## src/rtl/length_prefixed_record_deframer_macros.svh

```systemverilog
// Assertion helpers shared by the deframer RTL.
// Each helper is clocked on the rising edge and is disabled while reset is low.
`ifndef LENGTH_PREFIXED_RECORD_DEFRAMER_MACROS_SVH
`define LENGTH_PREFIXED_RECORD_DEFRAMER_MACROS_SVH

// The consequent must hold in the same cycle as the antecedent.
`define LPRD_ASSERT_SAME(label, clk, rst_n, ante, cons, msg) \
  label: assert property (@(posedge clk) disable iff (!rst_n) (ante) |-> (cons)) \
    else $error(msg);

// The consequent must hold in the cycle after the antecedent.
`define LPRD_ASSERT_NEXT(label, clk, rst_n, ante, cons, msg) \
  label: assert property (@(posedge clk) disable iff (!rst_n) (ante) |=> (cons)) \
    else $error(msg);

`endif

```

## src/rtl/lprd_pkg.sv

```systemverilog
`default_nettype none

package lprd_pkg;

  // Field widths.
  localparam int LENGTH_WIDTH  = 31;
  localparam int COUNT_WIDTH   = 16;
  localparam int CFG_WIDTH     = 16;
  localparam int BYTE_WIDTH    = 8;
  localparam int HDR_BITS      = 7;
  localparam int MAX_HDR_BYTES = (LENGTH_WIDTH + HDR_BITS - 1) / HDR_BITS;
  localparam int HCNT_WIDTH    = $clog2(MAX_HDR_BYTES + 1);
  localparam int SHIFT_WIDTH   = $clog2(HDR_BITS * MAX_HDR_BYTES);
  localparam int CMP_WIDTH     = (COUNT_WIDTH > CFG_WIDTH) ? COUNT_WIDTH : CFG_WIDTH;

  localparam logic [CFG_WIDTH-1:0] MAX_RECORDS_RESET = '1;

  // Parser phase codes.
  localparam logic [1:0] PH_HEADER  = 2'd0;
  localparam logic [1:0] PH_PAYLOAD = 2'd1;
  localparam logic [1:0] PH_IGNORE  = 2'd2;

  // Byte role codes.
  localparam logic [1:0] ROLE_HEADER  = 2'd0;
  localparam logic [1:0] ROLE_PAYLOAD = 2'd1;
  localparam logic [1:0] ROLE_IGNORE  = 2'd2;

  // Status codes.
  localparam logic [1:0] ST_OK          = 2'd0;
  localparam logic [1:0] ST_TRUNC_HDR   = 2'd1;
  localparam logic [1:0] ST_TRUNC_PAYLD = 2'd2;
  localparam logic [1:0] ST_OVERFLOW    = 2'd3;

  typedef struct packed {
    logic [BYTE_WIDTH-1:0] in_byte;
    logic                  buffer_last;
  } in_beat_t;

  typedef struct packed {
    logic [BYTE_WIDTH-1:0]   data_byte;
    logic [1:0]              byte_role;
    logic                    header_done;
    logic [LENGTH_WIDTH-1:0] record_length;
    logic                    record_end;
    logic [COUNT_WIDTH-1:0]  record_index;
    logic [1:0]              status;
    logic [COUNT_WIDTH-1:0]  records_done;
  } res_beat_t;

endpackage

`default_nettype wire

```

## src/rtl/lprd_ifs.sv

```systemverilog
`default_nettype none

interface lprd_in_if;
  import lprd_pkg::*;

  logic                  valid;
  logic                  ready;
  logic [BYTE_WIDTH-1:0] in_byte;
  logic                  buffer_last;

  modport source (output valid, output in_byte, output buffer_last, input ready);
  modport sink   (input valid, input in_byte, input buffer_last, output ready);
endinterface

interface lprd_out_if;
  import lprd_pkg::*;

  logic                    valid;
  logic                    ready;
  logic [BYTE_WIDTH-1:0]   data_byte;
  logic [1:0]              byte_role;
  logic                    header_done;
  logic [LENGTH_WIDTH-1:0] record_length;
  logic                    record_end;
  logic [COUNT_WIDTH-1:0]  record_index;
  logic [1:0]              status;
  logic [COUNT_WIDTH-1:0]  records_done;

  modport source (
    output valid, output data_byte, output byte_role, output header_done,
    output record_length, output record_end, output record_index,
    output status, output records_done, input ready
  );
  modport sink (
    input valid, input data_byte, input byte_role, input header_done,
    input record_length, input record_end, input record_index,
    input status, input records_done, output ready
  );
endinterface

`default_nettype wire

```

## src/rtl/lprd_in_stage.sv

```systemverilog
`default_nettype none

module lprd_in_stage (
  input  wire logic              clk_i,
  input  wire logic              rst_ni,
  input  wire logic              valid_i,
  output logic                   ready_o,
  input  wire lprd_pkg::in_beat_t beat_i,
  output logic                   valid_o,
  input  wire logic              ready_i,
  output lprd_pkg::in_beat_t     beat_o
);
  import lprd_pkg::*;

  logic     valid_q;
  in_beat_t beat_q;

  // The register refills in the same cycle it is drained.
  assign ready_o = !valid_q || ready_i;
  assign valid_o = valid_q;
  assign beat_o  = beat_q;

  always_ff @(posedge clk_i or negedge rst_ni) begin
    if (!rst_ni) begin
      valid_q <= 1'b0;
    end else if (ready_o) begin
      valid_q <= valid_i;
    end
  end

  always_ff @(posedge clk_i) begin
    if (ready_o && valid_i) begin
      beat_q <= beat_i;
    end
  end

endmodule

`default_nettype wire

```

## src/rtl/lprd_out_stage.sv

```systemverilog
`default_nettype none

module lprd_out_stage (
  input  wire logic               clk_i,
  input  wire logic               rst_ni,
  input  wire logic               valid_i,
  output logic                    ready_o,
  input  wire lprd_pkg::res_beat_t res_i,
  output logic                    valid_o,
  input  wire logic               ready_i,
  output lprd_pkg::res_beat_t     res_o
);
  import lprd_pkg::*;

  logic      valid_q;
  res_beat_t res_q;

  assign ready_o = !valid_q || ready_i;
  assign valid_o = valid_q;
  assign res_o   = res_q;

  always_ff @(posedge clk_i or negedge rst_ni) begin
    if (!rst_ni) begin
      valid_q <= 1'b0;
    end else if (ready_o) begin
      valid_q <= valid_i;
    end
  end

  always_ff @(posedge clk_i) begin
    if (ready_o && valid_i) begin
      res_q <= res_i;
    end
  end

endmodule

`default_nettype wire

```

## src/rtl/lprd_core.sv

```systemverilog
`default_nettype none

`include "length_prefixed_record_deframer_macros.svh"

module lprd_core (
  input  wire logic                           clk_i,
  input  wire logic                           rst_ni,
  input  wire logic                           cfg_we_i,
  input  wire logic [lprd_pkg::CFG_WIDTH-1:0] cfg_data_i,
  input  wire logic                           valid_i,
  output logic                                ready_o,
  input  wire lprd_pkg::in_beat_t             beat_i,
  output logic                                valid_o,
  input  wire logic                           ready_i,
  output lprd_pkg::res_beat_t                 res_o
);
  import lprd_pkg::*;

  logic [CFG_WIDTH-1:0]    max_q;
  logic [1:0]              phase_q, phase_d;
  logic [LENGTH_WIDTH-1:0] acc_q, acc_d;
  logic [HCNT_WIDTH-1:0]   hcnt_q, hcnt_d;
  logic [LENGTH_WIDTH-1:0] rem_q, rem_d;
  logic [COUNT_WIDTH-1:0]  cnt_q, cnt_d;
  logic                    fire;

  logic [SHIFT_WIDTH-1:0]          shamt;
  logic [LENGTH_WIDTH+HDR_BITS-1:0] shifted;
  logic [LENGTH_WIDTH-1:0]         acc_new;
  logic [LENGTH_WIDTH-1:0]         rem_dec;
  logic [COUNT_WIDTH-1:0]          cnt_inc;
  logic                            at_limit;

  // The item moves straight into the result register; no bubble is needed.
  assign ready_o = ready_i;
  assign valid_o = valid_i;
  assign fire    = valid_i && ready_i;

  assign shamt   = SHIFT_WIDTH'(hcnt_q) * SHIFT_WIDTH'(HDR_BITS);
  assign shifted = {{LENGTH_WIDTH{1'b0}}, beat_i.in_byte[HDR_BITS-1:0]} << shamt;
  assign acc_new = acc_q | shifted[LENGTH_WIDTH-1:0];
  assign rem_dec = (rem_q == '0) ? rem_q : rem_q - LENGTH_WIDTH'(1);
  assign cnt_inc = (cnt_q == '1) ? cnt_q : cnt_q + COUNT_WIDTH'(1);
  assign at_limit = CMP_WIDTH'(cnt_q) >= CMP_WIDTH'(max_q);

  always_comb begin
    phase_d = phase_q;
    acc_d   = acc_q;
    hcnt_d  = hcnt_q;
    rem_d   = rem_q;
    cnt_d   = cnt_q;

    res_o              = '0;
    res_o.data_byte    = beat_i.in_byte;
    res_o.byte_role    = ROLE_IGNORE;
    res_o.record_index = cnt_q;
    res_o.status       = ST_OK;

    if (phase_q == PH_HEADER && at_limit) begin
      phase_d = PH_IGNORE;
    end

    case (phase_d)
      PH_HEADER: begin
        res_o.byte_role = ROLE_HEADER;
        if (hcnt_q >= HCNT_WIDTH'(MAX_HDR_BYTES) ||
            (|shifted[LENGTH_WIDTH+HDR_BITS-1:LENGTH_WIDTH])) begin
          res_o.status = ST_OVERFLOW;
          phase_d      = PH_IGNORE;
        end else if (beat_i.in_byte[BYTE_WIDTH-1]) begin
          res_o.header_done   = 1'b1;
          res_o.record_length = acc_new;
          acc_d  = '0;
          hcnt_d = '0;
          if (acc_new == '0) begin
            res_o.record_end = 1'b1;
            cnt_d            = cnt_inc;
          end else begin
            rem_d   = acc_new;
            phase_d = PH_PAYLOAD;
            if (beat_i.buffer_last) begin
              res_o.status = ST_TRUNC_PAYLD;
            end
          end
        end else begin
          acc_d  = acc_new;
          hcnt_d = hcnt_q + HCNT_WIDTH'(1);
          if (beat_i.buffer_last) begin
            res_o.status = ST_TRUNC_HDR;
          end
        end
      end
      PH_PAYLOAD: begin
        res_o.byte_role = ROLE_PAYLOAD;
        rem_d = rem_dec;
        if (rem_dec == '0) begin
          res_o.record_end = 1'b1;
          cnt_d            = cnt_inc;
          phase_d          = PH_HEADER;
        end else if (beat_i.buffer_last) begin
          res_o.status = ST_TRUNC_PAYLD;
        end
      end
      default: begin
        phase_d = PH_IGNORE;
      end
    endcase

    res_o.records_done = cnt_d;

    // The end of a buffer returns the parser to its reset state.
    if (beat_i.buffer_last) begin
      phase_d = PH_HEADER;
      acc_d   = '0;
      hcnt_d  = '0;
      rem_d   = '0;
      cnt_d   = '0;
    end
  end

  always_ff @(posedge clk_i or negedge rst_ni) begin
    if (!rst_ni) begin
      max_q   <= MAX_RECORDS_RESET;
      phase_q <= PH_HEADER;
      acc_q   <= '0;
      hcnt_q  <= '0;
      rem_q   <= '0;
      cnt_q   <= '0;
    end else begin
      if (cfg_we_i) begin
        max_q <= cfg_data_i;
      end
      if (fire) begin
        phase_q <= phase_d;
        acc_q   <= acc_d;
        hcnt_q  <= hcnt_d;
        rem_q   <= rem_d;
        cnt_q   <= cnt_d;
      end
    end
  end

  `LPRD_ASSERT_NEXT(a_last_clears, clk_i, rst_ni, fire && beat_i.buffer_last,
                    phase_q == PH_HEADER && cnt_q == '0 && hcnt_q == '0 && acc_q == '0,
                    "parser state not cleared after buffer end")
  `LPRD_ASSERT_SAME(a_payload_nonzero, clk_i, rst_ni, phase_q == PH_PAYLOAD,
                    rem_q != '0, "payload phase with nothing remaining")
  `LPRD_ASSERT_SAME(a_hcnt_bound, clk_i, rst_ni, 1'b1,
                    hcnt_q <= HCNT_WIDTH'(MAX_HDR_BYTES), "header byte count out of range")
  `LPRD_ASSERT_NEXT(a_count_step, clk_i, rst_ni, fire && !beat_i.buffer_last,
                    cnt_q == $past(cnt_q) || cnt_q == $past(cnt_q) + COUNT_WIDTH'(1),
                    "record count moved by more than one")

endmodule

`default_nettype wire

```

## src/rtl/length_prefixed_record_deframer.sv

```systemverilog
// A beat is captured in the input register, parsed by the combinational core and
// then held in the output register, from which its result is taken.
// Throughput: one beat per cycle, sustained while the output side takes beats.
// Reset: rst_ni clears the parser state and both stage registers at once and
// sets max_records to 65535; there is no clearing pass.
`default_nettype none

module length_prefixed_record_deframer (
  input  wire logic                           clk_i,
  input  wire logic                           rst_ni,
  input  wire logic                           cfg_we_i,
  input  wire logic [lprd_pkg::CFG_WIDTH-1:0] cfg_data_i,
  lprd_in_if.sink                             in_if,
  lprd_out_if.source                          out_if
);
  import lprd_pkg::*;

  // The design is three short pieces in a line. An input register takes the
  // incoming beat and decouples the upstream ready from the parse logic. The
  // parser core holds the phase, the header accumulator, the payload down
  // counter and the record count, and in one pass of combinational logic
  // turns the registered byte into a tagged result and the next state. The
  // output register holds the result until the downstream side takes it. A
  // new byte is parsed in the same cycle that the previous result is taken,
  // and while the downstream side holds off the stall reaches back to the
  // input side.

  in_beat_t  in_beat;
  in_beat_t  stg_beat;
  logic      stg_valid;
  logic      stg_ready;
  res_beat_t core_res;
  logic      core_valid;
  logic      core_ready;
  res_beat_t out_res;

  assign in_beat.in_byte     = in_if.in_byte;
  assign in_beat.buffer_last = in_if.buffer_last;

  lprd_in_stage u_in_stage (
    .clk_i   (clk_i),
    .rst_ni  (rst_ni),
    .valid_i (in_if.valid),
    .ready_o (in_if.ready),
    .beat_i  (in_beat),
    .valid_o (stg_valid),
    .ready_i (stg_ready),
    .beat_o  (stg_beat)
  );

  // The core updates its state only when the result register accepts the
  // beat, so a stalled output holds the parser exactly where it is.
  lprd_core u_core (
    .clk_i      (clk_i),
    .rst_ni     (rst_ni),
    .cfg_we_i   (cfg_we_i),
    .cfg_data_i (cfg_data_i),
    .valid_i    (stg_valid),
    .ready_o    (stg_ready),
    .beat_i     (stg_beat),
    .valid_o    (core_valid),
    .ready_i    (core_ready),
    .res_o      (core_res)
  );

  lprd_out_stage u_out_stage (
    .clk_i   (clk_i),
    .rst_ni  (rst_ni),
    .valid_i (core_valid),
    .ready_o (core_ready),
    .res_i   (core_res),
    .valid_o (out_if.valid),
    .ready_i (out_if.ready),
    .res_o   (out_res)
  );

  // Unpack the registered result onto the output channel.
  assign out_if.data_byte     = out_res.data_byte;
  assign out_if.byte_role     = out_res.byte_role;
  assign out_if.header_done   = out_res.header_done;
  assign out_if.record_length = out_res.record_length;
  assign out_if.record_end    = out_res.record_end;
  assign out_if.record_index  = out_res.record_index;
  assign out_if.status        = out_res.status;
  assign out_if.records_done  = out_res.records_done;

endmodule

`default_nettype wire

```

## src/flat_wrapper.sv

```systemverilog
// flat-port wrapper written by rule: the top's interface ports become plain ports
module length_prefixed_record_deframer_flat import lprd_pkg::*;
  (clk_i, rst_ni, cfg_we_i, cfg_data_i, in_if_valid, in_if_in_byte, in_if_buffer_last, in_if_ready, out_if_valid, out_if_data_byte, out_if_byte_role, out_if_header_done, out_if_record_length, out_if_record_end, out_if_record_index, out_if_status, out_if_records_done, out_if_ready);
  lprd_in_if in_if_i ();
  lprd_out_if out_if_i ();
  input  wire logic clk_i;
  input  wire logic rst_ni;
  input  wire logic cfg_we_i;
  input  wire logic [lprd_pkg::CFG_WIDTH-1:0] cfg_data_i;
  input wire logic [$bits(in_if_i.valid)-1:0] in_if_valid;
  input wire logic [$bits(in_if_i.in_byte)-1:0] in_if_in_byte;
  input wire logic [$bits(in_if_i.buffer_last)-1:0] in_if_buffer_last;
  output wire logic [$bits(in_if_i.ready)-1:0] in_if_ready;
  output wire logic [$bits(out_if_i.valid)-1:0] out_if_valid;
  output wire logic [$bits(out_if_i.data_byte)-1:0] out_if_data_byte;
  output wire logic [$bits(out_if_i.byte_role)-1:0] out_if_byte_role;
  output wire logic [$bits(out_if_i.header_done)-1:0] out_if_header_done;
  output wire logic [$bits(out_if_i.record_length)-1:0] out_if_record_length;
  output wire logic [$bits(out_if_i.record_end)-1:0] out_if_record_end;
  output wire logic [$bits(out_if_i.record_index)-1:0] out_if_record_index;
  output wire logic [$bits(out_if_i.status)-1:0] out_if_status;
  output wire logic [$bits(out_if_i.records_done)-1:0] out_if_records_done;
  input wire logic [$bits(out_if_i.ready)-1:0] out_if_ready;
  assign in_if_i.valid = in_if_valid;
  assign in_if_i.in_byte = in_if_in_byte;
  assign in_if_i.buffer_last = in_if_buffer_last;
  assign in_if_ready = in_if_i.ready;
  assign out_if_valid = out_if_i.valid;
  assign out_if_data_byte = out_if_i.data_byte;
  assign out_if_byte_role = out_if_i.byte_role;
  assign out_if_header_done = out_if_i.header_done;
  assign out_if_record_length = out_if_i.record_length;
  assign out_if_record_end = out_if_i.record_end;
  assign out_if_record_index = out_if_i.record_index;
  assign out_if_status = out_if_i.status;
  assign out_if_records_done = out_if_i.records_done;
  assign out_if_i.ready = out_if_ready;
  length_prefixed_record_deframer u_core (.clk_i(clk_i), .rst_ni(rst_ni), .cfg_we_i(cfg_we_i), .cfg_data_i(cfg_data_i), .in_if(in_if_i), .out_if(out_if_i));
endmodule
```

## config.mk

```make
export PLATFORM = sky130hd
export DESIGN_NAME = length_prefixed_record_deframer_flat
export DESIGN_NICKNAME = d
export VERILOG_FILES = /design/src/rtl/lprd_pkg.sv /design/src/rtl/lprd_ifs.sv /design/src/rtl/lprd_in_stage.sv /design/src/rtl/lprd_out_stage.sv /design/src/rtl/lprd_core.sv /design/src/rtl/length_prefixed_record_deframer.sv /design/src/flat_wrapper.sv
export VERILOG_INCLUDE_DIRS = /design/src /design/src/rtl
export SDC_FILE = /design/constraint.sdc
export NUM_CORES = 1
export LEC_CHECK = 0
export BUFFER_PORTS_ARGS = -buffer_cell sky130_fd_sc_hd__buf_2
export CAP_MARGIN = 20
export CELL_PAD_IN_SITES_DETAIL_PLACEMENT = 1
export CELL_PAD_IN_SITES_GLOBAL_PLACEMENT = 2
export CORE_AREA = 3 3 160 162
export DETAILED_ROUTE_END_ITERATION = 7
export DIE_AREA = 0 0 163 165
export MAX_ROUTING_LAYER = met4
export PLACE_DENSITY_LB_ADDON = 0.1
export REMOVE_ABC_BUFFERS = 1
export SYNTH_ARGS = -nofsm -noshare
export SYNTH_HDL_FRONTEND = slang
export SYNTH_SLANG_ARGS = --single-unit
```

## constraint.sdc

```tcl
create_clock -name clk_i -period 5.9 [get_ports clk_i]
set_clock_uncertainty 0.1 [all_clocks]
set_input_delay 0.295 -clock clk_i [delete_from_list [all_inputs] [get_ports clk_i]]
set_output_delay 0.295 -clock clk_i [all_outputs]
set_load 0.01 [all_outputs]
```

==> report_table.html, run 1 <==
<table>
<tr><th>Metric</th><th>Value</th></tr>
<tr><th colspan="2">Critical path</th></tr>
<tr><td>Crit path to</td><td>u_core.u_out_stage.res_o[8]</td></tr>
<tr><td>Timing startpoint of the critical path</td><td>u_core.u_core.rem_q[16]</td></tr>
<tr><td>FF-to-FF path depth</td><td>10</td></tr>
<tr><td>Reg-to-reg endpoint</td><td>u_core.u_out_stage.res_o[8]</td></tr>
<tr><td>Kind of end point of the critical path</td><td>register</td></tr>
<tr><td>Startpoint of the worst register-to-register path</td><td>u_core.u_core.rem_q[16]</td></tr>
<tr><td>Largest fanout of any net on the critical path</td><td>25</td></tr>
<tr><td>Kind of start point of the critical path</td><td>register</td></tr>
<tr><td>Data arrival time of the critical path</td><td>4.38 ns</td></tr>
<tr><td>Slack of the worst reg-to-reg path</td><td>1.60 ns</td></tr>
<tr><td>Class of the most critical setup path</td><td>reg2reg</td></tr>
<tr><td>Data required, critical path</td><td>between 5 and 6 ns</td></tr>
<tr><th colspan="2">Floorplanning</th></tr>
<tr><td>Die span in y</td><td>~170 um</td></tr>
<tr><td>I/O pins</td><td>109</td></tr>
<tr><td>Chip width</td><td>163 um</td></tr>
<tr><td>Initial core utilization</td><td>39.8%</td></tr>
<tr><td>DIE AREA</td><td>26900 um^2</td></tr>
<tr><td>Std-Cell Core Area</td><td>about 24000 um^2</td></tr>
<tr><td>Num rows</td><td>57</td></tr>
<tr><th colspan="2">STA</th></tr>
<tr><td>Setup TNS</td><td>0 ns</td></tr>
<tr><td>Minimum period implied by the final worst setup slack</td><td>4.30 ns</td></tr>
<tr><td>Max-slew violation total from the final report</td><td>0</td></tr>
<tr><td>Fmax achieved</td><td>about 0.23 GHz</td></tr>
<tr><td>Headroom to the max-slew limit</td><td>29.5%</td></tr>
<tr><td>Unrepaired setup endpoints after global routing</td><td>no</td></tr>
<tr><td>Tcrit/Tclk final</td><td>72.9%</td></tr>
<tr><td>Worst Hold Slack</td><td>slightly below 0.05 ns</td></tr>
<tr><td>Final setup violation count</td><td>0</td></tr>
<tr><td>Total count of hold-check failures in the final report</td><td>0</td></tr>
<tr><td>Smallest setup slack after layout</td><td>roughly 1.6 ns</td></tr>
<tr><td>Slew @ Worst Pin</td><td>between 1 and 1.5 ns</td></tr>
<tr><th colspan="2">Final layout</th></tr>
<tr><td>Area added between synthesis and finish</td><td>18.0%</td></tr>
<tr><td># nets final</td><td>1148</td></tr>
<tr><td>N_diodes</td><td>0</td></tr>
<tr><td>Core utilization of the finished layout</td><td>47.0%</td></tr>
<tr><td>Total non-filler cell area in the finished layout</td><td>11400 um^2</td></tr>
<tr><td>Sequential cell area</td><td>around 5000 um^2</td></tr>
<tr><td>Layout cell share with drive strength beyond 1</td><td>between 10% and 20%</td></tr>
<tr><td>Fillers</td><td>roughly 2.8k</td></tr>
<tr><td>Area taken by multi-input logic gates</td><td>4130 um^2</td></tr>
<tr><td>Layout Cells excl Fill</td><td>1434</td></tr>
<tr><th colspan="2">GRT</th></tr>
<tr><td>All-layer global routing usage</td><td>a little under a quarter</td></tr>
<tr><td>Number of global-route vias before repair</td><td>between 8k and 9k</td></tr>
<tr><td>Antenna violations before repair</td><td>0</td></tr>
<tr><td>Global route overflow</td><td>0</td></tr>
<tr><td>Largest net degree at the start of global routing</td><td>65</td></tr>
<tr><td>First-pass GRT wire length</td><td>48.0 mm</td></tr>
<tr><th colspan="2">Power</th></tr>
<tr><td>Peak supply drop</td><td>0.156 mV</td></tr>
<tr><td>Leakage power summed over all cells</td><td>4.71 nW</td></tr>
<tr><td>Pwr dens</td><td>roughly 360 nW/um^2</td></tr>
<tr><td>Total power draw</td><td>about 4.1 mW</td></tr>
<tr><th colspan="2">Min path</th></tr>
<tr><td>Kind of path behind the tightest hold check</td><td>in2reg</td></tr>
<tr><td>Cell depth of the worst hold path</td><td>3</td></tr>
<tr><th colspan="2">Synth</th></tr>
<tr><td>Synthesis Warnings</td><td>0</td></tr>
<tr><td>Share of the yosys chip area belonging to registers</td><td>53.1%</td></tr>
<tr><td>Mean cell area of the mapped netlist</td><td>slightly below 10 um^2</td></tr>
<tr><td>Number of synthesized flops with an enable pin</td><td>86</td></tr>
<tr><td>Most used flip-flop cell after synthesis</td><td>edfxtp_1</td></tr>
<tr><td>Count of distinct cell types in the synthesized netlist</td><td>78</td></tr>
<tr><td>Cell with the most instances after synthesis</td><td>nor2_1</td></tr>
<tr><td>Top post-synthesis cells by count</td><td>nor2_1 (115), nand2_1 (108), a21oi_1 (95)</td></tr>
<tr><td>Top cells by area in the synthesized netlist</td><td>edfxtp_1 (27%), dfrtp_1 (22%), a21oi_1 (4.9%)</td></tr>
<tr><td>Area of the mapped netlist</td><td>slightly below 10000 um^2</td></tr>
<tr><td>Number of cells produced by synthesis</td><td>988</td></tr>
<tr><td>FF+latch count, synth</td><td>187</td></tr>
<tr><td>Biggest area consumer among synthesized cells</td><td>edfxtp_1</td></tr>
<tr><td>Share of Yosys cell area claimed by the top area cell type</td><td>between 20% and 30%</td></tr>
<tr><td>Share of flip-flops with an asynchronous set or reset</td><td>between 50% and 60%</td></tr>
<tr><th colspan="2">Clocking</th></tr>
<tr><td>Clock slew at reported path FFs</td><td>0.08 ns</td></tr>
<tr><td>Skew-Pair Late Insertion Delay</td><td>0.44 ns</td></tr>
<tr><td>H-tree depth reported by CTS</td><td>4</td></tr>
<tr><td>Number of instances resized during post-cts repair</td><td>0</td></tr>
<tr><td>Buffer depth of the longest clock path</td><td>2</td></tr>
<tr><td>Clock tree from TritonCTS</td><td>built</td></tr>
<tr><td>Clock tree sinks</td><td>187</td></tr>
<tr><td>Clock root buffer</td><td>clkbuf_16</td></tr>
<tr><td>TritonCTS buffer count</td><td>17</td></tr>
<tr><th colspan="2">Route</th></tr>
<tr><td>Routed met1 length</td><td>13.6 mm</td></tr>
<tr><td>First-pass detailed-route iteration total</td><td>4</td></tr>
<tr><td>Drt first-iter violations</td><td>542</td></tr>
<tr><td>Final antenna-violating net count</td><td>0</td></tr>
<tr><td>Met2 wire length</td><td>14.7 mm</td></tr>
<tr><td>Vias</td><td>8041</td></tr>
<tr><td>Routed wl met3</td><td>roughly 970 um</td></tr>
<tr><td>Routed WL per cell</td><td>20.8 um</td></tr>
<tr><td>Highest metal used</td><td>met4</td></tr>
<tr><td>Wire length reported by the detailed router</td><td>29.8 mm</td></tr>
<tr><td>Average vias per placed instance</td><td>5.61</td></tr>
<tr><td>DRC violation count after routing</td><td>0</td></tr>
<tr><th colspan="2">Placed design</th></tr>
<tr><td>GP Congestion</td><td>0.910</td></tr>
<tr><td>Cell count after placement</td><td>1373</td></tr>
<tr><td>Post-DP HPWL</td><td>20.7 mm</td></tr>
<tr><td>Instance area at placement</td><td>10500 um^2</td></tr>
<tr><td>Number of buffers inserted by port buffering</td><td>between 100 and 150</td></tr>
<tr><td>Pre-CTS setup slack</td><td>1.62 ns</td></tr>
<tr><th colspan="2">Run status</th></tr>
<tr><td>Status</td><td>finished, final reports clean</td></tr>
<tr><th colspan="2">Job</th></tr>
<tr><td>Maxcap violations</td><td>0</td></tr>
</table>
==> where the power goes <==
group / internal, mW / leakage [nW] / total (mW) / switching, mW
Clock: 0.600 / 0.306 / 1.24 / 0.637
Sequential: 1.50 / 2.16 / 1.63 / 0.123
Combinational: 0.392 / 2.24 / 1.22 / 0.830
==> layer usage <==
layer / vias up / track usage [%]
li1: 3831 / -
met4: 0 / 6.23
met3: 34 / 2.48
met1: 4008 / 30.2
met2: 168 / 39.9
met5: - / -
==> sequential cells by signal, summed over array words and instances, names as in the netlist <==
register	flops
u_core.u_core.acc_q	31
u_core.u_core.cnt_q	16
u_core.u_core.hcnt_q	3
u_core.u_core.max_q	16
u_core.u_core.phase_q	2
u_core.u_core.rem_q	31
u_core.u_in_stage.beat_o	9
u_core.u_in_stage.valid_o	1
u_core.u_out_stage.res_o	77
u_core.u_out_stage.valid_o	1
==> how the worst min path moves through the flow <==
stage | start | to | slack (ns)
global placement | rst_ni | u_core.u_core.cnt_q[2] | 0.25
detailed placement | rst_ni | u_core.u_core.cnt_q[2] | 0.24
global route | out_if_ready | u_core.u_out_stage.valid_o | 0.08
CTS | out_if_ready | u_core.u_out_stage.valid_o | 0.04
finish | out_if_ready | u_core.u_out_stage.valid_o | 0.05
floorplan | rst_ni | u_core.u_core.acc_q[0] | -0.10
==> layout by cell type (no fill, tap or decap), types with 17 or more instances in the layout <==
master / synthesis / routed
dfrtp_1: 85 / 85
nor3_1: 19 / 19
inv_1: 37 / 36
clkbuf_16: 0 / 17
nand4_1: 26 / 26
a21oi_1: 95 / 95
ha_1: 21 / 21
nand2_1: 108 / 108
dlygate4sd3_1: 0 / 27
edfxtp_1: 86 / 86
a31oi_1: 24 / 24
buf_2: 5 / 107
nor2_1: 115 / 115
o21ai_0: 92 / 92
==> final cells by class <==
cell class | instances | share of cell area, %
Sequential cell | 187 | 45.0
Multi-Input combinational cell | 705 | 36.2
Timing Repair Buffer | 147 | 8.26
Clock buffer | 17 | 3.73
Tap cell | 324 | 3.56
Clock inverter | 15 | 1.90
Inverter | 39 | 1.30
==> logic make-up after synthesis <==
kind of cell | share of synthesized area [%]
AND/OR/NAND/NOR | 20.3
AO/OA/AOI/OAI | 17.5
flip-flops | 53.1
buffers and inverters | 4.18
adder cells (fa/ha/maj) | 2.72
XOR/XNOR | 1.35
multiplexers | 0.906
==> what timing repair did <==
| item | CTS | global route |
|---|---|---|
| hold buffers | 27 | 0 |
| endpoints found under the hold margin | 50 | 0 |
| buffers inserted | 0 | 0 |
==> worst max-delay path: stages (launching register included) <==
cell and delay [ns]:
dfrtp_1 0.36, buf_4 0.18, nor3_2 0.42, nand3_1 0.24
nor3_2 0.67, or4_1 0.22, nand3_1 0.14, nor4_2 0.57
a32o_2 0.70, nor3b_2 0.33, xnor2_1 0.09
No activity file was read; power rests on OpenSTA's default activity.
==> run 2, diff against run 1 <==
--- a/config.mk
+++ b/config.mk
@@ -6,13 +6,14 @@
 export SDC_FILE = /design/constraint.sdc
 export NUM_CORES = 1
 export LEC_CHECK = 0
+export ABC_AREA = 1
 export BUFFER_PORTS_ARGS = -buffer_cell sky130_fd_sc_hd__buf_2
 export CAP_MARGIN = 20
 export CELL_PAD_IN_SITES_DETAIL_PLACEMENT = 1
 export CELL_PAD_IN_SITES_GLOBAL_PLACEMENT = 2
-export CORE_AREA = 3 3 160 162
+export CORE_AREA = 3 3 177 179
 export DETAILED_ROUTE_END_ITERATION = 7
-export DIE_AREA = 0 0 163 165
+export DIE_AREA = 0 0 180 182
 export MAX_ROUTING_LAYER = met4
 export PLACE_DENSITY_LB_ADDON = 0.1
 export REMOVE_ABC_BUFFERS = 1
==> constraint.sdc (replaced) <==
create_clock -name clk_i -period 4.3 [get_ports clk_i]
set_clock_uncertainty 0.1 [all_clocks]
set_input_delay 0.215 -clock clk_i [delete_from_list [all_inputs] [get_ports clk_i]]
set_output_delay 0.215 -clock clk_i [all_outputs]
set_load 0.01 [all_outputs]
==> run 2 against run 1 <==
  * Area after synthesis up 8.4%
  * Highest routed layer unchanged
  * Fmax up 18%
  * Design area up 8.6%
  * Routed wire length up 21%
  * Utilization down 5.4 points
  * Critical endpoint is now u_core.u_core.acc_q[7]
  * Power up 120%
==> report_table.html, run 2 <==
<table>
<tr><th>Metric</th><th>Value</th></tr>
<tr><th colspan="2">Run status</th></tr>
<tr><td>Status</td><td>finished, final reports clean</td></tr>
<tr><th colspan="2">Power</th></tr>
<tr><td>Internal power contribution</td><td>4.43 mW (+77%)</td></tr>
<tr><td>Share of total power consumed by net switching</td><td>51.3% (+12 points)</td></tr>
<tr><td>Leakage power summed over all cells</td><td>5.97 nW (+27%)</td></tr>
<tr><td>Psw</td><td>4.66 mW (+190%)</td></tr>
<tr><td>Part of the total power dissipated in combinational logic</td><td>54.1% (+24 points)</td></tr>
<tr><td>Part of the power in the clock network</td><td>17.4% (-13 points)</td></tr>
<tr><td>Sequential power share</td><td>28.5% (-11 points)</td></tr>
<tr><td>Pwr dens</td><td>734 nW/um^2 (+100%)</td></tr>
<tr><td>Total power draw</td><td>9.09 mW (+120%)</td></tr>
<tr><td>Peak supply drop</td><td>0.262 mV (+68%)</td></tr>
<tr><th colspan="2">GRT</th></tr>
<tr><td>Antenna violations before repair</td><td>0 (unchanged)</td></tr>
<tr><td>Number of global-route vias before repair</td><td>9726 (+16%)</td></tr>
<tr><td>Global route overflow</td><td>0 (unchanged)</td></tr>
<tr><td>Largest net degree at the start of global routing</td><td>69 (+6.2%)</td></tr>
<tr><td>All-layer global routing usage</td><td>23.3% (-0.13 points)</td></tr>
<tr><td>First-pass GRT wire length</td><td>57.9 mm (+21%)</td></tr>
<tr><th colspan="2">Critical path</th></tr>
<tr><td>Reg-to-reg endpoint</td><td>u_core.u_core.acc_q[7]</td></tr>
<tr><td>Startpoint of the worst register-to-register path</td><td>u_core.u_core.cnt_q[0]</td></tr>
<tr><td>Kind of end point of the critical path</td><td>register</td></tr>
<tr><td>FF-to-FF path depth</td><td>19 (+9)</td></tr>
<tr><td>Slack of the worst reg-to-reg path</td><td>0.65 ns (-0.95 ns)</td></tr>
<tr><td>Largest fanout of any net on the critical path</td><td>31 (+24%)</td></tr>
<tr><td>Kind of start point of the critical path</td><td>register</td></tr>
<tr><td>Data required, critical path</td><td>4.50 ns (-1.48 ns)</td></tr>
<tr><td>Data arrival time of the critical path</td><td>3.85 ns (-0.53 ns)</td></tr>
<tr><td>Class of the most critical setup path</td><td>reg2reg</td></tr>
<tr><th colspan="2">Route</th></tr>
<tr><td>Average vias per placed instance</td><td>4.94 (-12%)</td></tr>
<tr><td>Routed WL per cell</td><td>19.1 um (-7.8%)</td></tr>
<tr><td>Wire length reported by the detailed router</td><td>36.1 mm (+21%)</td></tr>
<tr><td>First-pass detailed-route iteration total</td><td>5 (+1)</td></tr>
<tr><td>DRC violation count after routing</td><td>0 (unchanged)</td></tr>
<tr><td>Final antenna-violating net count</td><td>0 (unchanged)</td></tr>
<tr><td>Drt first-iter violations</td><td>627 (+16%)</td></tr>
<tr><td>Vias</td><td>9322 (+16%)</td></tr>
<tr><th colspan="2">Placed design</th></tr>
<tr><td>Post-DP HPWL</td><td>27.2 mm (+31%)</td></tr>
<tr><td>Number of buffers inserted by port buffering</td><td>108 (unchanged)</td></tr>
<tr><td>Instance area at placement</td><td>11500 um^2 (+9.9%)</td></tr>
<tr><td>GP Congestion</td><td>0.913 (+0.27%)</td></tr>
<tr><td>Cell count after placement</td><td>1826 (+33%)</td></tr>
<tr><th colspan="2">Floorplanning</th></tr>
<tr><td>Chip width</td><td>180 um (+10%)</td></tr>
<tr><td>Die span in y</td><td>182 um (+10%)</td></tr>
<tr><td>Num rows</td><td>63 (+11%)</td></tr>
<tr><td>Std-Cell Core Area</td><td>29700 um^2 (+23%)</td></tr>
<tr><td>DIE AREA</td><td>32800 um^2 (+22%)</td></tr>
<tr><td>I/O pins</td><td>109 (unchanged)</td></tr>
<tr><td>Initial core utilization</td><td>35.2% (-4.6 points)</td></tr>
<tr><th colspan="2">Synth</th></tr>
<tr><td>Biggest area consumer among synthesized cells</td><td>edfxtp_1</td></tr>
<tr><td>Synthesis Warnings</td><td>0 (unchanged)</td></tr>
<tr><td>Count of distinct cell types in the synthesized netlist</td><td>38 (-51%)</td></tr>
<tr><td>Share of Yosys cell area claimed by the top area cell type</td><td>24.7% (-2.1 points)</td></tr>
<tr><td>Number of cells produced by synthesis</td><td>1347 (+36%)</td></tr>
<tr><td>Top cells by area in the synthesized netlist</td><td>edfxtp_1 (25%), dfrtp_1 (20%), nand2_1 (17%)</td></tr>
<tr><td>Share of the yosys chip area belonging to registers</td><td>49.0% (-4.1 points)</td></tr>
<tr><td>Cell with the most instances after synthesis</td><td>nand2_1</td></tr>
<tr><td>Area of the mapped netlist</td><td>10500 um^2 (+8.4%)</td></tr>
<tr><td>Mean cell area of the mapped netlist</td><td>7.78 um^2 (-20%)</td></tr>
<tr><td>Top post-synthesis cells by count</td><td>nand2_1 (461), inv_1 (172), nor2_1 (151)</td></tr>
<tr><td>Most used flip-flop cell after synthesis</td><td>edfxtp_1</td></tr>
<tr><td>Share of flip-flops with an asynchronous set or reset</td><td>54.0% (unchanged)</td></tr>
<tr><td>FF+latch count, synth</td><td>187 (unchanged)</td></tr>
<tr><td>Number of synthesized flops with an enable pin</td><td>86 (unchanged)</td></tr>
<tr><th colspan="2">Clocking</th></tr>
<tr><td>Buffer depth of the longest clock path</td><td>2 (unchanged)</td></tr>
<tr><td>H-tree depth reported by CTS</td><td>4 (unchanged)</td></tr>
<tr><td>Clock slew at reported path FFs</td><td>0.08 ns (about the same)</td></tr>
<tr><td>TritonCTS buffer count</td><td>17 (unchanged)</td></tr>
<tr><td>Number of instances resized during post-cts repair</td><td>0 (unchanged)</td></tr>
<tr><td>Clock tree sinks</td><td>187 (unchanged)</td></tr>
<tr><td>Skew-Pair Late Insertion Delay</td><td>0.45 ns (about the same)</td></tr>
<tr><td>Clock root buffer</td><td>clkbuf_16</td></tr>
<tr><td>Clock tree from TritonCTS</td><td>built</td></tr>
<tr><th colspan="2">STA</th></tr>
<tr><td>Setup TNS</td><td>0 ns (unchanged)</td></tr>
<tr><td>Final setup violation count</td><td>0 (unchanged)</td></tr>
<tr><td>Minimum period implied by the final worst setup slack</td><td>3.65 ns (-0.651 ns)</td></tr>
<tr><td>Fmax achieved</td><td>0.274 GHz (+18%)</td></tr>
<tr><td>Headroom to the max-slew limit</td><td>35.0% (+5.5 points)</td></tr>
<tr><td>Tcrit/Tclk final</td><td>84.9% (+12 points)</td></tr>
<tr><td>Worst Hold Slack</td><td>0.110 ns (+0.0606 ns)</td></tr>
<tr><td>Unrepaired setup endpoints after global routing</td><td>no</td></tr>
<tr><td>Max-slew violation total from the final report</td><td>0 (unchanged)</td></tr>
<tr><td>Slew @ Worst Pin</td><td>0.969 ns (-0.0782 ns)</td></tr>
<tr><td>Total count of hold-check failures in the final report</td><td>0 (unchanged)</td></tr>
<tr><th colspan="2">Final layout</th></tr>
<tr><td>Layout cell share with drive strength beyond 1</td><td>14.6% (-3.8 points)</td></tr>
<tr><td>Commonest cells after routing, fill and taps aside</td><td>nand2_1 (461), inv_1 (172), nor2_1 (150)</td></tr>
<tr><td>Number of flip-flops in the largest register</td><td>77 (unchanged)</td></tr>
<tr><td># nets final</td><td>1536 (+34%)</td></tr>
<tr><td>Area added between synthesis and finish</td><td>18.1%</td></tr>
<tr><td>N_diodes</td><td>0 (unchanged)</td></tr>
<tr><td>Total non-filler cell area in the finished layout</td><td>12400 um^2 (+8.6%)</td></tr>
<tr><td>Commonest non-fill, non-tap cell in the layout</td><td>nand2_1</td></tr>
<tr><td>Layout Cells excl Fill</td><td>1888 (+32%)</td></tr>
<tr><th colspan="2">Job</th></tr>
<tr><td>Maxcap violations</td><td>0 (unchanged)</td></tr>
<tr><th colspan="2">Min path</th></tr>
<tr><td>Kind of path behind the tightest hold check</td><td>in2async</td></tr>
</table>
-- run 2: cell count changes in the layout (fill, tap and decap cells not counted), moves of 35 or more --
cell     change
inv_1      +136
nand2_1    +353
a21oi_1     -70
nand3_1     +54
nor2_1      +35
-- run 2: how the worst max path moves through the flow --
stage                                         end                        from  slack [ns]  cells past startpoint
after floorplan            u_core.u_core.acc_q[0]  u_core.u_out_stage.valid_o       -0.76                      6
after global placement     u_core.u_core.rem_q[7]     u_core.u_core.hcnt_q[0]        0.55                     13
after detailed placement   u_core.u_core.rem_q[7]     u_core.u_core.hcnt_q[0]        0.63                     13
after CTS                  u_core.u_core.rem_q[7]     u_core.u_core.hcnt_q[0]        0.61                     13
after global routing      u_core.u_core.acc_q[10]      u_core.u_core.cnt_q[0]        0.18                     19
final                      u_core.u_core.acc_q[7]      u_core.u_core.cnt_q[0]        0.65                     19
-- run 2: logic make-up (layout without fill, tap and decap cells) --
family                     count (synthesis)  after routing  synth area share, %
AOI/OAI and AO/OA                        156            156                 8.79
xor gates and xnor gates                  11             11                0.920
adders and majority gates                 21             21                 2.51
buffers and inverters                    218            369                 8.31
DFF                                      187            187                 49.0
muxes                                      1              1                0.107
and+or+nand+nor                          753            753                 30.4
-- run 2: what timing repair did --
item,CTS,global route
endpoints found under the hold margin,49,0
endpoints found under the setup margin,0,0
buffers inserted,0,0
hold buffers,29,0
-- run 2: power groups by stage --
stage | combinational, mW | sequential [mW] | clock (mW)
after global routing | 5.54 | 2.65 | 1.70
final | 4.92 | 2.59 | 1.58
after global placement | 4.85 | 2.61 | 0
after detailed placement | 4.87 | 2.62 | 0
after CTS | 4.91 | 2.59 | 1.62
after floorplan | 3.13 | 2.59 | 0
-- run 2: worst max-delay path, cell delays in order (launching register included) --
cell	delay, ns
dfrtp_1	0.51
inv_1	0.18
ha_1	0.30
inv_1	0.05
a21boi_0	0.06
o21ai_0	0.14
nand2_1	0.07
nand2_1	0.06
nand2_1	0.04
nand2_1	0.05
nand2_1	0.10
nand2_1	0.11
nand2_1	0.15
inv_1	0.25
nand2_1	0.14
nand2_1	0.08
nand2_1	0.41
nor2_2	0.19
buf_4	0.38
a211oi_1	0.10
-- run 2: cell type report --
class                   instances  area [um^2]
fillers                      3655        17300
inverters                     178          671
clock buffers                  18          439
repair buffers                159         1030
multi-input cells             942         4480
well taps                     390          488
clock inverters                14          134
flip-flops and latches        187         5130
-- run 2: layer usage --
metal	vias up	wire (um)	GRT usage, %
li1	4596	-	-
met1	4525	18800	34.8
met2	174	15700	34.3
met3	27	1390	3.39
met4	0	295	3.84
met5	-	0	-
-- run 2: stage by stage --
| step | utilization [%] | setup WS [ns] |
|---|---|---|
| 6_report | 41.6 | 0.651 |
| 5_1_grt | 41.6 | 0.180 |
| 4_1_cts | 41.5 | 0.609 |
| 3_5_place_dp | 38.6 | 0.630 |
| 3_3_place_gp | 38.6 | 0.551 |
| 2_1_floorplan | - | -0.760 |
==> run 3, diff against run 2 <==
--- a/config.mk
+++ b/config.mk
@@ -11,9 +11,9 @@
 export CAP_MARGIN = 20
 export CELL_PAD_IN_SITES_DETAIL_PLACEMENT = 1
 export CELL_PAD_IN_SITES_GLOBAL_PLACEMENT = 2
-export CORE_AREA = 3 3 177 179
+export CORE_AREA = 3 3 185 187
 export DETAILED_ROUTE_END_ITERATION = 7
-export DIE_AREA = 0 0 180 182
+export DIE_AREA = 0 0 188 190
 export MAX_ROUTING_LAYER = met4
 export PLACE_DENSITY_LB_ADDON = 0.1
 export REMOVE_ABC_BUFFERS = 1
==> constraint.sdc (replaced) <==
create_clock -name clk_i -period 3.15 [get_ports clk_i]
set_clock_uncertainty 0.1 [all_clocks]
set_input_delay 0.1575 -clock clk_i [delete_from_list [all_inputs] [get_ports clk_i]]
set_output_delay 0.1575 -clock clk_i [all_outputs]
set_load 0.01 [all_outputs]
==> run 3 against run 2 <==
  * Design area increased by 6.4%
  * Register-to-register slack got worse by 0.50 ns
  * Worst hold slack got worse by 0.016 ns
  * Setup slack got worse by 0.50 ns
  * Fmax increased by 22%
  * Power increased by 45%
  * Largest power group unchanged
  * First-iteration DRC count decreased by 12%
  * Via count increased by 3.2%
  * Die area increased by 9.0%
  * Sequential share of layout area decreased by 2.5 points
  * Critical endpoint is now u_core.u_out_stage.res_o[2]
  * Critical path depth decreased by 4
==> report_table.html, run 3 (synthesis gave the netlist of run 2 again) <==
<table>
<tr><th>Metric</th><th>Value</th></tr>
<tr><th colspan="2">Power</th></tr>
<tr><td>Total power draw</td><td>13.2 mW (+45%)</td></tr>
<tr><td>Peak supply drop</td><td>0.436 mV (+66%)</td></tr>
<tr><td>Internal power contribution</td><td>6.66 mW (+50%)</td></tr>
<tr><td>Part of the total power dissipated in combinational logic</td><td>57.3% (+3.2 points)</td></tr>
<tr><td>Pwr dens</td><td>1000 nW/um^2 (+36%)</td></tr>
<tr><td>Leakage power summed over all cells</td><td>6.41 nW (+7.3%)</td></tr>
<tr><td>Share of total power consumed by net switching</td><td>49.5% (-1.8 points)</td></tr>
<tr><td>Psw</td><td>6.53 mW (+40%)</td></tr>
<tr><td>Sequential power share</td><td>25.8% (-2.7 points)</td></tr>
<tr><td>Part of the power in the clock network</td><td>16.8% (-0.6 points)</td></tr>
<tr><th colspan="2">GRT</th></tr>
<tr><td>Global route overflow</td><td>0 (unchanged)</td></tr>
<tr><td>All-layer global routing usage</td><td>21.7% (-1.7 points)</td></tr>
<tr><td>Number of global-route vias before repair</td><td>10.2k (+4.6%)</td></tr>
<tr><td>Largest net degree at the start of global routing</td><td>54 (-22%)</td></tr>
<tr><td>First-pass GRT wire length</td><td>58.3 mm (+0.63%)</td></tr>
<tr><td>Antenna violations before repair</td><td>0 (unchanged)</td></tr>
<tr><th colspan="2">Route</th></tr>
<tr><td>Vias</td><td>9616 (+3.2%)</td></tr>
<tr><td>Routed WL per cell</td><td>18.4 um (-3.9%)</td></tr>
<tr><td>Final antenna-violating net count</td><td>0 (unchanged)</td></tr>
<tr><td>DRC violation count after routing</td><td>0 (unchanged)</td></tr>
<tr><td>First-pass detailed-route iteration total</td><td>5 (unchanged)</td></tr>
<tr><td>Average vias per placed instance</td><td>4.77 (-3.3%)</td></tr>
<tr><td>Drt first-iter violations</td><td>551 (-12%)</td></tr>
<tr><td>Wire length reported by the detailed router</td><td>37.1 mm (+2.6%)</td></tr>
<tr><th colspan="2">Job</th></tr>
<tr><td>Maxcap violations</td><td>0 (unchanged)</td></tr>
<tr><th colspan="2">Clocking</th></tr>
<tr><td>Clock tree from TritonCTS</td><td>built</td></tr>
<tr><td>Skew-Pair Late Insertion Delay</td><td>0.44 ns (about the same)</td></tr>
<tr><td>Buffer depth of the longest clock path</td><td>2 (unchanged)</td></tr>
<tr><td>Clock tree sinks</td><td>187 (unchanged)</td></tr>
<tr><td>Clock slew at reported path FFs</td><td>0.08 ns (about the same)</td></tr>
<tr><td>TritonCTS buffer count</td><td>17 (unchanged)</td></tr>
<tr><td>Clock root buffer</td><td>clkbuf_16</td></tr>
<tr><td>H-tree depth reported by CTS</td><td>4 (unchanged)</td></tr>
<tr><th colspan="2">Min path</th></tr>
<tr><td>Kind of path behind the tightest hold check</td><td>in2reg</td></tr>
<tr><td>Cell depth of the worst hold path</td><td>3</td></tr>
<tr><th colspan="2">Critical path</th></tr>
<tr><td>Kind of end point of the critical path</td><td>register</td></tr>
<tr><td>Class of the most critical setup path</td><td>reg2reg</td></tr>
<tr><td>Data required, critical path</td><td>3.23 ns (-1.27 ns)</td></tr>
<tr><td>Largest fanout of any net on the critical path</td><td>8 (-74%)</td></tr>
<tr><td>Kind of start point of the critical path</td><td>register</td></tr>
<tr><td>FF-to-FF path depth</td><td>15 (-4)</td></tr>
<tr><td>Data arrival time of the critical path</td><td>3.08 ns (-0.77 ns)</td></tr>
<tr><th colspan="2">STA</th></tr>
<tr><td>Slew @ Worst Pin</td><td>0.798 ns (-0.171 ns)</td></tr>
<tr><td>Final setup violation count</td><td>0 (unchanged)</td></tr>
<tr><td>Max-slew violation total from the final report</td><td>0 (unchanged)</td></tr>
<tr><td>Smallest setup slack after layout</td><td>0.155 ns (-0.495 ns)</td></tr>
<tr><td>Minimum period implied by the final worst setup slack</td><td>2.99 ns (-0.655 ns)</td></tr>
<tr><td>Fmax achieved</td><td>0.334 GHz (+22%)</td></tr>
<tr><td>Tcrit/Tclk final</td><td>95.1% (+10 points)</td></tr>
<tr><td>Headroom to the max-slew limit</td><td>46.8% (+12 points)</td></tr>
<tr><td>Total count of hold-check failures in the final report</td><td>0 (unchanged)</td></tr>
<tr><th colspan="2">Final layout</th></tr>
<tr><td>Area added between synthesis and finish</td><td>25.7%</td></tr>
<tr><td>Number of flip-flops in the largest register</td><td>77 (unchanged)</td></tr>
<tr><td># nets final</td><td>1612 (+4.9%)</td></tr>
<tr><td>Layout Cells excl Fill</td><td>2015 (+6.7%)</td></tr>
<tr><td>Layout cell share with drive strength beyond 1</td><td>20.1% (+5.5 points)</td></tr>
<tr><td>N_diodes</td><td>0 (unchanged)</td></tr>
<tr><td>Commonest non-fill, non-tap cell in the layout</td><td>nand2_1</td></tr>
<tr><td>Commonest cells after routing, fill and taps aside</td><td>nand2_1 (458), inv_1 (169), nor2_1 (139)</td></tr>
<tr><th colspan="2">Floorplanning</th></tr>
<tr><td>I/O pins</td><td>109 (unchanged)</td></tr>
<tr><td>Initial core utilization</td><td>32.1% (-3.1 points)</td></tr>
<tr><td>Chip width</td><td>188 um (+4.4%)</td></tr>
<tr><td>Die span in y</td><td>190 um (+4.4%)</td></tr>
<tr><td>Std-Cell Core Area</td><td>32600 um^2 (+9.8%)</td></tr>
<tr><td>Num rows</td><td>66 (+4.8%)</td></tr>
<tr><td>DIE AREA</td><td>35700 um^2 (+9.0%)</td></tr>
<tr><th colspan="2">Placed design</th></tr>
<tr><td>Pre-CTS setup slack</td><td>0.0215 ns (-0.608 ns)</td></tr>
<tr><td>Cell count after placement</td><td>1950 (+6.8%)</td></tr>
<tr><td>Post-DP HPWL</td><td>28.3 mm (+4.1%)</td></tr>
<tr><td>GP Congestion</td><td>0.858 (-6.0%)</td></tr>
<tr><td>Number of buffers inserted by port buffering</td><td>108 (unchanged)</td></tr>
<tr><th colspan="2">Run status</th></tr>
<tr><td>Status</td><td>finished, final reports clean</td></tr>
</table>
run 3: final cells by class:
class | instances | area, um^2
inverters | 178 | 671
flip-flops and latches | 187 | 5130
clock buffers | 17 | 425
fillers | 3976 | 19400
well taps | 442 | 553
repair buffers | 235 | 1680
multi-input cells | 942 | 4560
clock inverters | 14 | 155
run 3: worst paths after layout:
kind	to	from	slack (ns)
min in group asynchronous	u_core.u_core.acc_q[9]	rst_ni	0.22
setup reg to reg	u_core.u_out_stage.res_o[2]	u_core.u_core.rem_q[29]	0.16
hold / removal	u_core.u_core.max_q[9]	cfg_we_i	0.09
setup / recovery	u_core.u_out_stage.res_o[2]	u_core.u_core.rem_q[29]	0.16
max in group asynchronous	u_core.u_core.max_q[12]	rst_ni	1.91
hold reg to reg	u_core.u_core.max_q[15]	u_core.u_core.max_q[15]	0.39
run 3: repair_timing:
| item | in CTS | in global routing |
|---|---|---|
| buffers inserted | 1 | 3 |
| hold buffers | 29 | 0 |
| endpoints found under the setup margin | 6 | 92 |
| gates resized for setup | 1 | 32 |
| pin swaps | 0 | 3 |
| hold endpoints to repair | 77 | 0 |
| gates cloned | 0 | 1 |
run 3: stage by stage:
stage / cell area [um^2] / TNS (ns) / hold slack [ns] / util [%]
floorplan: 10300 / -144.04 / -0.238 / -
global placement: 12100 / 0 / 0.182 / 37.2
detailed placement: 12100 / 0 / 0.186 / 37.2
CTS: 13000 / 0 / 0.0775 / 40.0
global route: 13200 / -0.00597 / 0.146 / 40.4
finish: 13200 / 0 / 0.0936 / 40.4
run 3: power groups by stage:
stage	Sequential, mW	Combinational (mW)	Clock [mW]
after floorplan	3.54	4.27	0
after global placement	3.42	7.29	0
after detailed placement	3.43	7.36	0
after CTS	3.38	7.45	2.27
after global routing	3.46	8.46	2.37
final	3.41	7.56	2.22
run 3: per-layer routing:
| layer | up-vias | track usage (%) | wire, um |
|---|---|---|---|
| met5 | - | - | 0 |
| li1 | 4754 | - | - |
| met3 | 27 | 2.87 | 942 |
| met4 | 0 | 4.30 | 431 |
| met2 | 143 | 33.4 | 16400 |
| met1 | 4692 | 30.9 | 19300 |
run 3: worst max-delay path: stages, from the launching register on:
cell	delay (ns)
dfrtp_1	0.38
nor2_1	0.27
nand2_1	0.13
nor2_2	0.19
nand2_1	0.18
nor2_4	0.25
nor2_1	0.15
clkinv_1	0.08
nand2_1	0.05
nor2_1	0.10
nand2_1	0.07
nor2_2	0.17
nand4_2	0.18
buf_4	0.24
nand3_1	0.10
nand2_1	0.09
